<file path="src/csrr_pkg.sv">
// Shared types and constants of the channel sum / ReLU reducer.
// Holds field widths, register codes, the configuration and control structs.
// No dependencies.
package csrr_pkg;

  localparam int unsigned LANES_DEF         = 8;
  localparam int unsigned PLANE_VECTORS_DEF = 1024;
  localparam int unsigned MAX_CHANNELS_DEF  = 256;

  localparam int unsigned LANE_W     = 16;
  localparam int unsigned SUM_W      = 24;
  localparam int unsigned DEST_W     = 28;
  localparam int unsigned GEOM_W     = 11;
  localparam int unsigned POS_W      = 10;
  localparam int unsigned CHAN_REG_W = 9;
  localparam int unsigned KPI_W      = 11;
  localparam int unsigned IMG_W      = 8;
  localparam int unsigned KIDX_W     = 10;
  localparam int unsigned CHAN_CMP_W = 13;
  localparam int unsigned LIN_W      = 20;
  localparam int unsigned RECIP_W    = 17;
  localparam int unsigned CFG_IDX_W  = 3;
  localparam int unsigned CFG_DATA_W = 11;

  localparam int unsigned PIPE_DEPTH = 4;
  localparam int unsigned FIFO_DEPTH = 8;

  localparam logic [GEOM_W-1:0] GEOM_MAX = 11'd1024;

  typedef enum logic [CFG_IDX_W-1:0] {
    REG_ROW_COUNT     = 3'd0,
    REG_VECTOR_COLS   = 3'd1,
    REG_CHANNEL_COUNT = 3'd2,
    REG_RELU_ENABLE   = 3'd3,
    REG_KERNELS       = 3'd4,
    REG_IMAGE_INDEX   = 3'd5,
    REG_KERNEL_INDEX  = 3'd6
  } csrr_reg_e;

  typedef struct packed {
    logic [GEOM_W-1:0]     row_count;
    logic [GEOM_W-1:0]     vector_columns;
    logic [CHAN_REG_W-1:0] channel_count;
    logic                  relu_enable;
    logic [KPI_W-1:0]      kernels_per_image;
    logic [IMG_W-1:0]      image_index;
    logic [KIDX_W-1:0]     kernel_index;
  } csrr_cfg_t;

  typedef struct packed {
    logic valid;
    logic first;
    logic emit;
    logic plane_done;
    logic relu;
  } csrr_ctrl_t;

endpackage

</file>
<file path="src/csrr_merge.sv">
// Merge stage: packs lane sums and destination index into one beat, queues it
// in the output FIFO and grants input credits.
// Depends on csrr_pkg.
module csrr_merge #(
  parameter int unsigned LANES       = csrr_pkg::LANES_DEF,
  localparam int unsigned PAY_W      = LANES * csrr_pkg::SUM_W + csrr_pkg::DEST_W,
  localparam int unsigned OUT_DATA_W = ((PAY_W + 7) / 8) * 8
) (
  input  logic                               clk_i,
  input  logic                               rst_ni,
  input  csrr_pkg::csrr_ctrl_t               ctrl4_i,
  input  logic [csrr_pkg::DEST_W-1:0]        dest4_i,
  input  logic signed [csrr_pkg::SUM_W-1:0]  sums_i [LANES],
  input  logic                               accept_i,
  output logic                               in_ready_o,
  output logic                               m_tvalid_o,
  input  logic                               m_tready_i,
  output logic [OUT_DATA_W-1:0]              m_tdata_o,
  output logic                               m_tlast_o
);
  import csrr_pkg::*;

  localparam int unsigned PTR_W = $clog2(FIFO_DEPTH);
  localparam int unsigned CNT_W = $clog2(FIFO_DEPTH + 1);

  logic [PAY_W:0]   fifo_q [FIFO_DEPTH];
  logic [PAY_W:0]   word;
  logic [PAY_W:0]   head;
  logic [PTR_W-1:0] wr_ptr_q, rd_ptr_q;
  logic [CNT_W-1:0] fcnt_q, pend_q;
  logic             push, pop, drop;

  always_comb begin
    word = '0;
    for (int k = 0; k < LANES; k++) begin
      word[k*SUM_W +: SUM_W] = sums_i[k];
    end
    word[LANES*SUM_W +: DEST_W] = dest4_i;
    word[PAY_W]                 = ctrl4_i.plane_done;
  end

  assign push = ctrl4_i.valid && ctrl4_i.emit;
  assign drop = ctrl4_i.valid && !ctrl4_i.emit;
  assign pop  = m_tvalid_o && m_tready_i;

  always_ff @(posedge clk_i) begin
    if (push) begin
      fifo_q[wr_ptr_q] <= word;
    end
  end

  always_ff @(posedge clk_i or negedge rst_ni) begin
    if (!rst_ni) begin
      wr_ptr_q <= '0;
      rd_ptr_q <= '0;
      fcnt_q   <= '0;
      pend_q   <= '0;
    end else begin
      if (push) begin
        wr_ptr_q <= wr_ptr_q + PTR_W'(1);
      end
      if (pop) begin
        rd_ptr_q <= rd_ptr_q + PTR_W'(1);
      end
      fcnt_q <= fcnt_q + CNT_W'(push) - CNT_W'(pop);
      pend_q <= pend_q + CNT_W'(accept_i) - CNT_W'(drop) - CNT_W'(pop);
    end
  end

  // every beat in flight or queued holds a credit until it leaves
  assign in_ready_o = pend_q < CNT_W'(FIFO_DEPTH);
  assign head       = fifo_q[rd_ptr_q];
  assign m_tvalid_o = (fcnt_q != '0);
  assign m_tdata_o  = OUT_DATA_W'(head[PAY_W-1:0]);
  assign m_tlast_o  = head[PAY_W];

endmodule

</file>
<file path="config.mk">
export PLATFORM = sky130hd
export DESIGN_NAME = csrr_merge
export DESIGN_NICKNAME = d
export VERILOG_FILES = /design/src/csrr_pkg.sv /design/src/csrr_merge.sv
export SDC_FILE = /design/constraint.sdc
export NUM_CORES = 2
export LEC_CHECK = 0
export BUFFER_PORTS_ARGS = -buffer_cell sky130_fd_sc_hd__buf_2
export CORE_MARGIN = 10
export CORE_UTILIZATION = 39
export CTS_CLUSTER_SIZE = 14
export DETAILED_ROUTE_END_ITERATION = 8
export PLACE_DENSITY = 0.54
export SYNTH_ARGS = -nofsm -noshare
export SYNTH_HDL_FRONTEND = slang
export SYNTH_SLANG_ARGS = --single-unit
</file>
<file path="constraint.sdc">
create_clock -name clk_i -period 27.3 [get_ports clk_i]
set_input_delay 2.73 -clock clk_i [delete_from_list [all_inputs] [get_ports clk_i]]
set_output_delay 2.73 -clock clk_i [all_outputs]
set_load 0.01 [all_outputs]
</file>
==> metrics.md <==
| Metric | Value |
|---|---|
| Seq pwr share | `42.0%` |
| Clock network fraction of design power | `29.9%` |
| FMAX | `131 MHz` |
| Max-cap violations | `0` |
| Hpwl dp | `between 80 and 90 mm` |
| Commonest non-fill, non-tap cell in the layout | `edfxtp_1` |
| Drt wl/cell | `26.4 um` |
| Routability congestion estimate | `0.686` |
| Initial core utilization | `39.2%` |
| Kind of critical path | `reg -> out` |
| WL final | `150 mm` |
| PwrDens | `101 nW/um2` |
| Slowest cell on crit path | `dfrtp_4` |
| Sequential cell area | `53,500 um2` |
| Synth warnings | `0` |
| Clk sinks | `1,782` |
| Syn-to-layout area delta | `15.8%` |
| Total track usage | `around 16%` |
| Worst-Skew Late Latency | `0.82 ns` |
| CP max FO | `between 100 and 150` |
| Switching Fraction | `28.5%` |
| Cell count after synthesis | `approximately 2.6k` |
| Worst setup SP type | `register` |
| IO Count | `about 460` |
| Max incr delay on CP | `between 1 and 1.5 ns` |
| Cell-internal power | `5.60 mW` |
| Peak supply drop | `approximately 85 uV` |
| Relative slew slack | `15.5%` |
| CTS H-tree lvls | `4` |
| Initial DRC Count | `about 1.9k` |
| Gr ovfl total | `0` |
| Worst Skew | `approximately 0.03 ns` |
| Synth Area per Inst | `roughly 25 um2` |
| Synthesis-stage register bit count | `1,782` |
| WP data arrival | `4.89 ns` |
| Global-route wire length before repair | `approximately 220 mm` |
| Req. time, crit path | `24.57 ns` |
| Die area | `189,000 um2` |
| Share of flip-flops with an asynchronous set or reset | `0.786%` |
| Pleak | `roughly 25 nW` |
| Cell variety after synth | `25` |
| Synth Flop Type | `edfxtp_1` |
| Commonest non-fill, non-tap cells in the layout | `edfxtp_1 (1,768), buf_2 (449), mux4_2 (442)` |
| Layout net count | `3,427` |
| Slew Limit Fails | `0` |
| CTS tree | `built` |
| DR DRC count | `0` |
| Post-route clock period utilization | `27.9%` |
| Layout cells sized above 1 | `42.5%` |
| Critical path capture point type | `output pin` |
| Post CTS Setup Buffer Count | `0` |
| CTS Hold Bufs | `0` |
| Vias in the first global route | `roughly 31k` |
| DRT Pass-1 Iters | `5` |
| Number of flops mapped to enable cells by yosys | `between 1.5k and 2k` |
| Total CTS buffers | `181` |
| Power Total | `7.83 mW` |
| CTS root buffer | `clkbuf_16` |
| Layout fillers | `between 10k and 15k` |
| Post-Syn Area | `approximately 67,000 um2` |
| Post-DRT Antenna Nets | `0` |
| Largest net degree at the start of global routing | `121` |
| Die X | `approximately 430 um` |
| Setup TNS | `0 ns` |
| IO Port Bufs | `449` |
| Net Sw Power | `around 2.2 mW` |
| Status | `completed` |
| Post-synthesis sequential area ratio | `about four fifths` |
| Buffer depth of the longest clock path | `3` |
| Via density | `5.13` |
| Hold Vio Cnt, Final | `0` |
| Clk pin slew, worst setup/hold paths | `0.06 ns` |
| Final setup fails | `0` |
| Type of the worst min-delay path | `reg -> reg` |
| Reg2reg setup slack | `23.68 ns` |
| Hold_ws | `slightly above 0.5 ns` |
| Multi-input gate area | `12,900 um2` |
| Initial antenna violation count | `61` |
| Via count | `about 29k` |
| Util after Layout | `45.4%` |
| Post_cts resized | `0` |
| Comb pwr share | `28.0%` |
| Core area | `roughly 170,000 um2` |
| Minimum clock period | `7.62 ns` |
| Die Y | `435 um` |
| FP Rows | `152` |
| CP cell instances | `buf_12 > buf_4 > mux4_2 > mux2_2 > buf_2` |
| Worst Max-Slew Pin Slew | `approximately 1.3 ns` |
| Unrepaired setup endpoints after global routing | `false` |
## logic make-up (layout without fill, tap and decap cells)
kind of cell	count (synthesis)	after routing	synth area share [%]
buf+inv	142	834	1.25
flops	1782	1782	79.6
other cells	1	21	0.00559
mux	665	665	18.6
compound gates	2	2	0.0186
simple gates	21	21	0.149
fa+ha+maj	13	13	0.276
xor+xnor	7	7	0.0914
## cell usage after synthesis, types with 5 or more instances
| cell | instances | area [um2] |
|---|---|---|
| buf_2 | 46 | 230 |
| dfrtp_1 | 14 | 350 |
| xnor2_1 | 5 | 43.8 |
| mux2_2 | 223 | 2510 |
| clkbuf_1 | 45 | 169 |
| inv_1 | 15 | 56.3 |
| ha_1 | 10 | 125 |
| mux4_2 | 442 | 9950 |
| nand2_1 | 5 | 18.8 |
| nor2_1 | 6 | 22.5 |
| edfxtp_1 | 1768 | 53100 |
| buf_6 | 31 | 349 |
## metal layers
| layer | share of wire, % | vias to the layer above | routed length [um] | track usage [%] |
|---|---|---|---|---|
| met3 | 5.6 | 310 | 8300 | 3.82 |
| li1 | - | 12500 | - | - |
| met2 | 53 | 670 | 78800 | 27.7 |
| met1 | 39 | 15600 | 58000 | 18.8 |
| met4 | 2.8 | 40 | 4250 | 4.98 |
| met5 | 0.17 | - | 256 | 0 |
## cell type report
| class | instances | area share (%) |
|---|---|---|
| antenna | 17 | 0.0547 |
| multi-input combinational | 712 | 16.6 |
| sequential | 1782 | 68.8 |
| clock inverter | 92 | 1.19 |
| timing repair buffer | 493 | 3.48 |
| tap | 2310 | 3.72 |
| clock buffer | 234 | 6.13 |
| inverter | 15 | 0.0724 |
## power by group through the flow
stage | registers (mW) | clock network, mW | logic [mW]
2_1_floorplan | 3.34 | 0 | 1.56
3_3_place_gp | 3.34 | 0 | 2.24
3_5_place_dp | 3.35 | 0 | 2.27
4_1_cts | 3.30 | 2.42 | 2.28
5_1_grt | 3.31 | 2.53 | 2.37
6_report | 3.29 | 2.34 | 2.19
## flip-flops by register name, indices dropped and copies added, names as in the netlist
| register | cells |
|---|---|
| fcnt_q | 4 |
| fifo_q | 1768 |
| pend_q | 4 |
| rd_ptr_q | 3 |
| wr_ptr_q | 3 |
## critical path, delay by kind of cell (launching register included)
family | cells | cell delay [ns]
mux | 2 | 0.90
flops | 1 | 1.04
buf+inv | 3 | 1.82
## final timing paths
| kind | start | endpoint | cells past startpoint |
|---|---|---|---|
| min in group asynchronous | rst_ni | pend_q[2] | 1 |
| worst min register to register | fcnt_q[0] | fcnt_q[0] | 1 |
| worst min-delay path | fcnt_q[0] | fcnt_q[0] | 1 |
| max in group asynchronous | rst_ni | rd_ptr_q[2] | 1 |
| worst max register to register | wr_ptr_q[0] | fifo_q[2][0] | 4 |
| worst max-delay path | rd_ptr_q[0] | m_tdata_o[95] | 5 |
## through the flow
stage | cells | setup slack (ns) | instance area, um2
after floorplan | 2636 | 8.21 | 67100
after global placement | 5312 | 20.43 | 72000
after detailed placement | 5312 | 20.37 | 72000
after CTS | 5638 | 19.45 | 77700
after global routing | 5644 | 19.17 | 77700
final | 5655 | 19.68 | 77700
Power figures use the tool's default switching activity.
