$ cat config.mk
export PLATFORM = sky130hd
export DESIGN_NAME = csrr_addr
export DESIGN_NICKNAME = d
export VERILOG_FILES = /design/src/csrr_pkg.sv /design/src/csrr_addr.sv
export SDC_FILE = /design/constraint.sdc
export NUM_CORES = 2
export LEC_CHECK = 0
export BUFFER_PORTS_ARGS = -buffer_cell sky130_fd_sc_hd__buf_2
export CORE_MARGIN = 1
export CORE_UTILIZATION = 55
export CTS_CLUSTER_DIAMETER = 50
export DETAILED_ROUTE_END_ITERATION = 10
export GPL_TIMING_DRIVEN = 0
export PLACE_DENSITY = 0.72
export SKIP_CTS_REPAIR_TIMING = 1
export SLEW_MARGIN = 10
export SYNTH_ARGS = -nofsm -noshare
export SYNTH_HDL_FRONTEND = slang
export SYNTH_SLANG_ARGS = --single-unit
$ cat constraint.sdc
create_clock -name clk_i -period 9.6 [get_ports clk_i]
set_clock_uncertainty 0.2 [all_clocks]
set_input_delay 1.92 -clock clk_i [delete_from_list [all_inputs] [get_ports clk_i]]
set_output_delay 1.92 -clock clk_i [all_outputs]
set_load 0.01 [all_outputs]
$ cat src/csrr_pkg.sv
// Shared types and constants of the channel sum / ReLU reducer.
// Holds field widths, register codes, the configuration and control structs.
// No dependencies.
package csrr_pkg;

  localparam int unsigned LANES_DEF         = 8;
  localparam int unsigned PLANE_VECTORS_DEF = 1024;
  localparam int unsigned MAX_CHANNELS_DEF  = 256;

  localparam int unsigned LANE_W     = 16;
  localparam int unsigned SUM_W      = 24;
  localparam int unsigned DEST_W     = 28;
  localparam int unsigned GEOM_W     = 11;
  localparam int unsigned POS_W      = 10;
  localparam int unsigned CHAN_REG_W = 9;
  localparam int unsigned KPI_W      = 11;
  localparam int unsigned IMG_W      = 8;
  localparam int unsigned KIDX_W     = 10;
  localparam int unsigned CHAN_CMP_W = 13;
  localparam int unsigned LIN_W      = 20;
  localparam int unsigned RECIP_W    = 17;
  localparam int unsigned CFG_IDX_W  = 3;
  localparam int unsigned CFG_DATA_W = 11;

  localparam int unsigned PIPE_DEPTH = 4;
  localparam int unsigned FIFO_DEPTH = 8;

  localparam logic [GEOM_W-1:0] GEOM_MAX = 11'd1024;

  typedef enum logic [CFG_IDX_W-1:0] {
    REG_ROW_COUNT     = 3'd0,
    REG_VECTOR_COLS   = 3'd1,
    REG_CHANNEL_COUNT = 3'd2,
    REG_RELU_ENABLE   = 3'd3,
    REG_KERNELS       = 3'd4,
    REG_IMAGE_INDEX   = 3'd5,
    REG_KERNEL_INDEX  = 3'd6
  } csrr_reg_e;

  typedef struct packed {
    logic [GEOM_W-1:0]     row_count;
    logic [GEOM_W-1:0]     vector_columns;
    logic [CHAN_REG_W-1:0] channel_count;
    logic                  relu_enable;
    logic [KPI_W-1:0]      kernels_per_image;
    logic [IMG_W-1:0]      image_index;
    logic [KIDX_W-1:0]     kernel_index;
  } csrr_cfg_t;

  typedef struct packed {
    logic valid;
    logic first;
    logic emit;
    logic plane_done;
    logic relu;
  } csrr_ctrl_t;

endpackage

$ cat src/csrr_addr.sv
// Position sequencer: channel/row/column counters, plane address modulo the
// memory depth, and destination vector index, pipelined over four stages.
// Depends on csrr_pkg.
module csrr_addr #(
  parameter int unsigned PLANE_VECTORS = csrr_pkg::PLANE_VECTORS_DEF,
  parameter int unsigned MAX_CHANNELS  = csrr_pkg::MAX_CHANNELS_DEF,
  localparam int unsigned AW           = $clog2(PLANE_VECTORS)
) (
  input  logic                           clk_i,
  input  logic                           rst_ni,
  input  csrr_pkg::csrr_cfg_t            cfg_i,
  input  logic                           accept_i,
  output csrr_pkg::csrr_ctrl_t           ctrl3_o,
  output logic [AW-1:0]                  addr3_o,
  output csrr_pkg::csrr_ctrl_t           ctrl4_o,
  output logic [csrr_pkg::DEST_W-1:0]    dest4_o
);
  import csrr_pkg::*;

  localparam int unsigned CHW  = (MAX_CHANNELS > 1) ? $clog2(MAX_CHANNELS) : 1;
  localparam int unsigned PW   = GEOM_W + POS_W;
  localparam int unsigned MW   = LIN_W + RECIP_W;
  localparam int unsigned IKW  = IMG_W + KPI_W;
  localparam logic [RECIP_W-1:0] RECIP = RECIP_W'((2 ** LIN_W) / PLANE_VECTORS);
  localparam logic [LIN_W:0]     PV_L  = (LIN_W + 1)'(PLANE_VECTORS);

  logic [POS_W-1:0]      row_q, col_q;
  logic [CHW-1:0]        chan_q;
  logic [GEOM_W-1:0]     rows_c, cols_c;
  logic [CHAN_CMP_W-1:0] chan_ext, chans_c;
  logic [POS_W-1:0]      row, col;
  logic [CHW-1:0]        chan;
  logic                  last_chan, last_row, last_col;
  logic [PW-1:0]         prod0;
  logic [IKW-1:0]        ik0;
  csrr_ctrl_t            ctrl0;

  csrr_ctrl_t            ctrl1_q, ctrl2_q, ctrl3_q, ctrl4_q;
  logic [PW-1:0]         prod1_q;
  logic [POS_W-1:0]      row1_q, col1_q, row2_q, col2_q, col3_q;
  logic [GEOM_W-1:0]     rows1_q, cols1_q, cols2_q;
  logic [IKW-1:0]        ik1_q;
  logic [KIDX_W-1:0]     kidx1_q;
  logic [LIN_W-1:0]      lin1, lin2_q, lin3_q;
  logic [MW-1:0]         linm1, linm2_q;
  logic [LIN_W-1:0]      ik_sum1;
  logic [DEST_W-1:0]     ikr1, ikr2_q;
  logic [RECIP_W-1:0]    q2;
  logic [LIN_W-1:0]      qp2, qp3_q;
  logic [DEST_W-1:0]     dsum2, dest2, dest3_q, dest4_q;
  logic [LIN_W:0]        rem3;

  always_comb begin
    if (cfg_i.row_count == '0) begin
      rows_c = GEOM_W'(1);
    end else if (cfg_i.row_count > GEOM_MAX) begin
      rows_c = GEOM_MAX;
    end else begin
      rows_c = cfg_i.row_count;
    end
    if (cfg_i.vector_columns == '0) begin
      cols_c = GEOM_W'(1);
    end else if (cfg_i.vector_columns > GEOM_MAX) begin
      cols_c = GEOM_MAX;
    end else begin
      cols_c = cfg_i.vector_columns;
    end
    chan_ext = CHAN_CMP_W'(cfg_i.channel_count);
    if (chan_ext == '0) begin
      chans_c = CHAN_CMP_W'(1);
    end else if (chan_ext > CHAN_CMP_W'(MAX_CHANNELS)) begin
      chans_c = CHAN_CMP_W'(MAX_CHANNELS);
    end else begin
      chans_c = chan_ext;
    end
  end

  assign row       = (GEOM_W'(row_q) < rows_c) ? row_q : '0;
  assign col       = (GEOM_W'(col_q) < cols_c) ? col_q : '0;
  assign chan      = (CHAN_CMP_W'(chan_q) < chans_c) ? chan_q : '0;
  assign last_chan = (CHAN_CMP_W'(chan) + CHAN_CMP_W'(1)) >= chans_c;
  assign last_row  = (GEOM_W'(row) + GEOM_W'(1)) >= rows_c;
  assign last_col  = (GEOM_W'(col) + GEOM_W'(1)) >= cols_c;
  assign prod0     = PW'(row) * PW'(cols_c);
  assign ik0       = IKW'(cfg_i.image_index) * IKW'(cfg_i.kernels_per_image);

  always_comb begin
    ctrl0.valid      = accept_i;
    ctrl0.first      = (chan == '0);
    ctrl0.emit       = last_chan;
    ctrl0.plane_done = last_row && last_col;
    ctrl0.relu       = cfg_i.relu_enable;
  end

  always_ff @(posedge clk_i or negedge rst_ni) begin
    if (!rst_ni) begin
      row_q  <= '0;
      col_q  <= '0;
      chan_q <= '0;
    end else if (accept_i) begin
      if (last_col) begin
        col_q <= '0;
        if (last_row) begin
          row_q  <= '0;
          chan_q <= last_chan ? '0 : (chan + CHW'(1));
        end else begin
          row_q  <= row + POS_W'(1);
          chan_q <= chan;
        end
      end else begin
        col_q  <= col + POS_W'(1);
        row_q  <= row;
        chan_q <= chan;
      end
    end
  end

  // plane position modulo depth: reciprocal estimate, then one correction
  assign lin1    = LIN_W'(prod1_q) + LIN_W'(col1_q);
  assign linm1   = MW'(lin1) * MW'(RECIP);
  assign ik_sum1 = LIN_W'(ik1_q) + LIN_W'(kidx1_q);
  assign ikr1    = DEST_W'(ik_sum1) * DEST_W'(rows1_q);

  assign q2      = linm2_q[MW-1:LIN_W];
  assign qp2     = LIN_W'(q2) * LIN_W'(PLANE_VECTORS);
  assign dsum2   = ikr2_q + DEST_W'(row2_q);
  assign dest2   = dsum2 * DEST_W'(cols2_q);

  assign rem3    = (LIN_W + 1)'(lin3_q) - (LIN_W + 1)'(qp3_q);
  assign addr3_o = (rem3 >= PV_L) ? AW'(rem3 - PV_L) : AW'(rem3);

  always_ff @(posedge clk_i or negedge rst_ni) begin
    if (!rst_ni) begin
      ctrl1_q <= '0;
      ctrl2_q <= '0;
      ctrl3_q <= '0;
      ctrl4_q <= '0;
    end else begin
      ctrl1_q <= ctrl0;
      ctrl2_q <= ctrl1_q;
      ctrl3_q <= ctrl2_q;
      ctrl4_q <= ctrl3_q;
    end
  end

  always_ff @(posedge clk_i) begin
    prod1_q <= prod0;
    row1_q  <= row;
    col1_q  <= col;
    rows1_q <= rows_c;
    cols1_q <= cols_c;
    ik1_q   <= ik0;
    kidx1_q <= cfg_i.kernel_index;
    lin2_q  <= lin1;
    linm2_q <= linm1;
    ikr2_q  <= ikr1;
    row2_q  <= row1_q;
    col2_q  <= col1_q;
    cols2_q <= cols1_q;
    lin3_q  <= lin2_q;
    qp3_q   <= qp2;
    dest3_q <= dest2;
    col3_q  <= col2_q;
    dest4_q <= dest3_q + DEST_W'(col3_q);
  end

  assign ctrl3_o = ctrl3_q;
  assign ctrl4_o = ctrl4_q;
  assign dest4_o = dest4_q;

endmodule

==> out/results.txt <==
outcome: complete, no violations
critical path arrival: 8.80 ns
cell taking the most area after synthesis: fa_1
maxcap violations: 0
H-tree Lvls: 2
DRT Pass-1 Iters: 6
gpl congestion: 0.928
R2R setup slack: 1.36 ns
FF/Latch Area: 5730 um2
Antenna Nets Post-Route: 0
Mean Syn Cell Area: 9.16 um2
Total GRT Usage: 25.6%
boundary pin count: 112
final WL: 65.8 mm
Max stage delay cell, worst path: fa_1
Hold Path Class: reg2reg
Post-synth EDFFs: 0
Final setup viols: 0
crit path kind: in2reg
post-route worst setup slack: 1.08 ns
number of global-route vias before repair: 22.6k
1st-iter DRT viols: 881
Slew Viols, Final: 0
largest net degree at the start of global routing: 49
CP Max Fanout: 10
Final period util: 88.7%
# port buffers: 110
area of the multi-input gates: 20,700 um2
die area: 53,400 um2
relative slew slack: 16.5%
family with the most delay on the worst path: adder cells
chip height: 231 um
CP endpoint kind: flop
layout cells sized above 1: 5.86%
routed wire length per instance: 16.4 um
Setup TNS: 0 ns
total vias in the final route: 21.2k
Vias/cell: 5.30
Clock Sinks: 274
synth unique cells: 79
fmax: 117 MHz
Required @ worst endpoint: 9.88 ns
final hold vios: 0
CTS Root Cell: clkbuf_16
Synth Flop Type: dfxtp_1
synthesized cell area: 28,800 um2
Highest Signal Layer: met4
Min Hold Slack: 0.118 ns
post-place setup slack: 0.659 ns
core region area: 51,600 um2
first-pass GRT wire length: 110 mm
RSZ-0062 raised after global routing: false
max incr delay on CP: 0.56 ns
nets: 4,048
cells after synthesis: 3,151
Synth area leaders: fa_1 (29%), dfxtp_1 (16%), ha_1 (11%), inv_1 (6.9%), and2_1 (6.0%)
Worst Tran Pin Value: 1.24 ns
Final HPWL DP: 53.6 mm
syn_nets: 3,899
Core Rows: 83
chip width: 231 um
Yosys Warn Count: 0
Yosys reg bits: 274
Initial Util: 55.9%
area grow syn2layout: 9.28%
met3 WL: 3.50 mm
DRC Markers: 0
Worst-path clk slew: 0.06 ns
crit path buf inv count: 7
most frequent CP cell: a21o_1
final core occ: 61.1%
total CTS buffers: 37
gr ovfl total: 0
crit path time final: 8.52 ns
share of the synthesized area in the top cell type: 29.3%
# diodes: 0
TritonCTS clock tree: built
initial antenna violation count: 1
asr flop ratio synth: 17.5%
clock buffer depth: 3
share of the yosys chip area belonging to registers: 19.8%
crit start category: primary input
M1 WL: 27.4 mm
wire length on met2: 32.4 mm
FILL cells: 4,395
Clk Latency, worst-skew pair: 0.55 ns
## worst paths after layout
check,end,from,depth (start not counted)
min in group asynchronous,ctrl2_q[0],rst_ni,1
worst min-delay path,row2_q[4],row1_q[4],0
worst min register to register,row2_q[4],row1_q[4],0
max in group asynchronous,row_q[7],rst_ni,1
worst max-delay path,prod1_q[9],cfg_i[60],29
worst max register to register,dest3_q[27],ikr2_q[0],28
## sequential cells by signal, indices dropped and copies added (netlist names), 10 cells and up
name	flops
prod1_q	10
col1_q	10
linm2_q	10
col_q	10
cols1_q	11
dest4_o	28
row_q	10
row1_q	10
col3_q	10
rows1_q	11
ik1_q	19
lin3_q	10
ikr2_q	28
row2_q	10
cols2_q	11
dest3_q	28
col2_q	10
kidx1_q	10
## final cells by class
class / instances / share of cell area, %
well taps: 680 / 2.70
repair buffers: 110 / 1.75
clock buffers: 44 / 3.15
multi-input cells: 2226 / 65.6
plain buffers: 114 / 1.40
flip-flops and latches: 274 / 18.2
inverters: 537 / 6.39
clock inverters: 22 / 0.877
## routing by layer
metal  vias up  global-route usage, %
li1      10100                      -
met1     10400                   31.8
met2       603                   45.2
met3       139                   3.13
met4         0                   10.1
met5         -                      0
## cells in the final DEF (no fill, tap or decap), types with 5 or more instances in the layout
cell type  instances
inv_1            528
fa_1             422
nand2_1          402
and2_1           278
ha_1             262
dfxtp_1          226
xnor2_1          146
nor2_1           132
clkbuf_1         115
buf_2            110
a21oi_1           93
dfrtp_1           48
a21o_1            44
xor2_1            41
nand3_1           39
nor2b_1           37
clkbuf_16         37
o21ai_1           36
and3_1            28
o21ai_0           27
nand2b_1          24
nor3_1            23
o21a_1            19
nand4_1           17
a21boi_1          13
nor4_1            12
o211ai_1          11
o31ai_1           10
a31oi_1            9
o21bai_1           8
o2bb2ai_1          7
inv_2              6
a211oi_1           6
a22oi_1            6
or3_1              6
clkinv_8           5
## logic make-up (layout without fill, tap and decap cells)
kind of cell	after synthesis	in the layout	share of synthesized area, %
DFF	274	274	19.8
muxes	3	3	0.108
xor gates and xnor gates	191	191	6.00
AOI/OAI and AO/OA	328	328	7.49
adders and majority gates	684	684	40.6
buffers and inverters	651	827	8.52
and+or+nand+nor	1020	1020	17.4
## cells in the mapped netlist (17+ instances only)
master and n:
inv_1 528, fa_1 422, nand2_1 402, and2_1 278
ha_1 262, dfxtp_1 226, xnor2_1 146, nor2_1 132
clkbuf_1 112, a21oi_1 93, dfrtp_1 48, a21o_1 44
xor2_1 41, nand3_1 39, nor2b_1 37, o21ai_1 36
and3_1 28, o21ai_0 27, nand2b_1 24, nor3_1 23
o21a_1 19, nand4_1 17
## stage by stage
stage / instance area [um2] / instances
global route: 31500 / 4007
detailed placement: 30200 / 3941
CTS: 31500 / 4007
global placement: 30200 / 3941
floorplan: 28800 / 3151
finish: 31500 / 4007
Power is not shown: default switching activity piles up to over one toggle a cycle in this logic, so the estimate is an artifact.
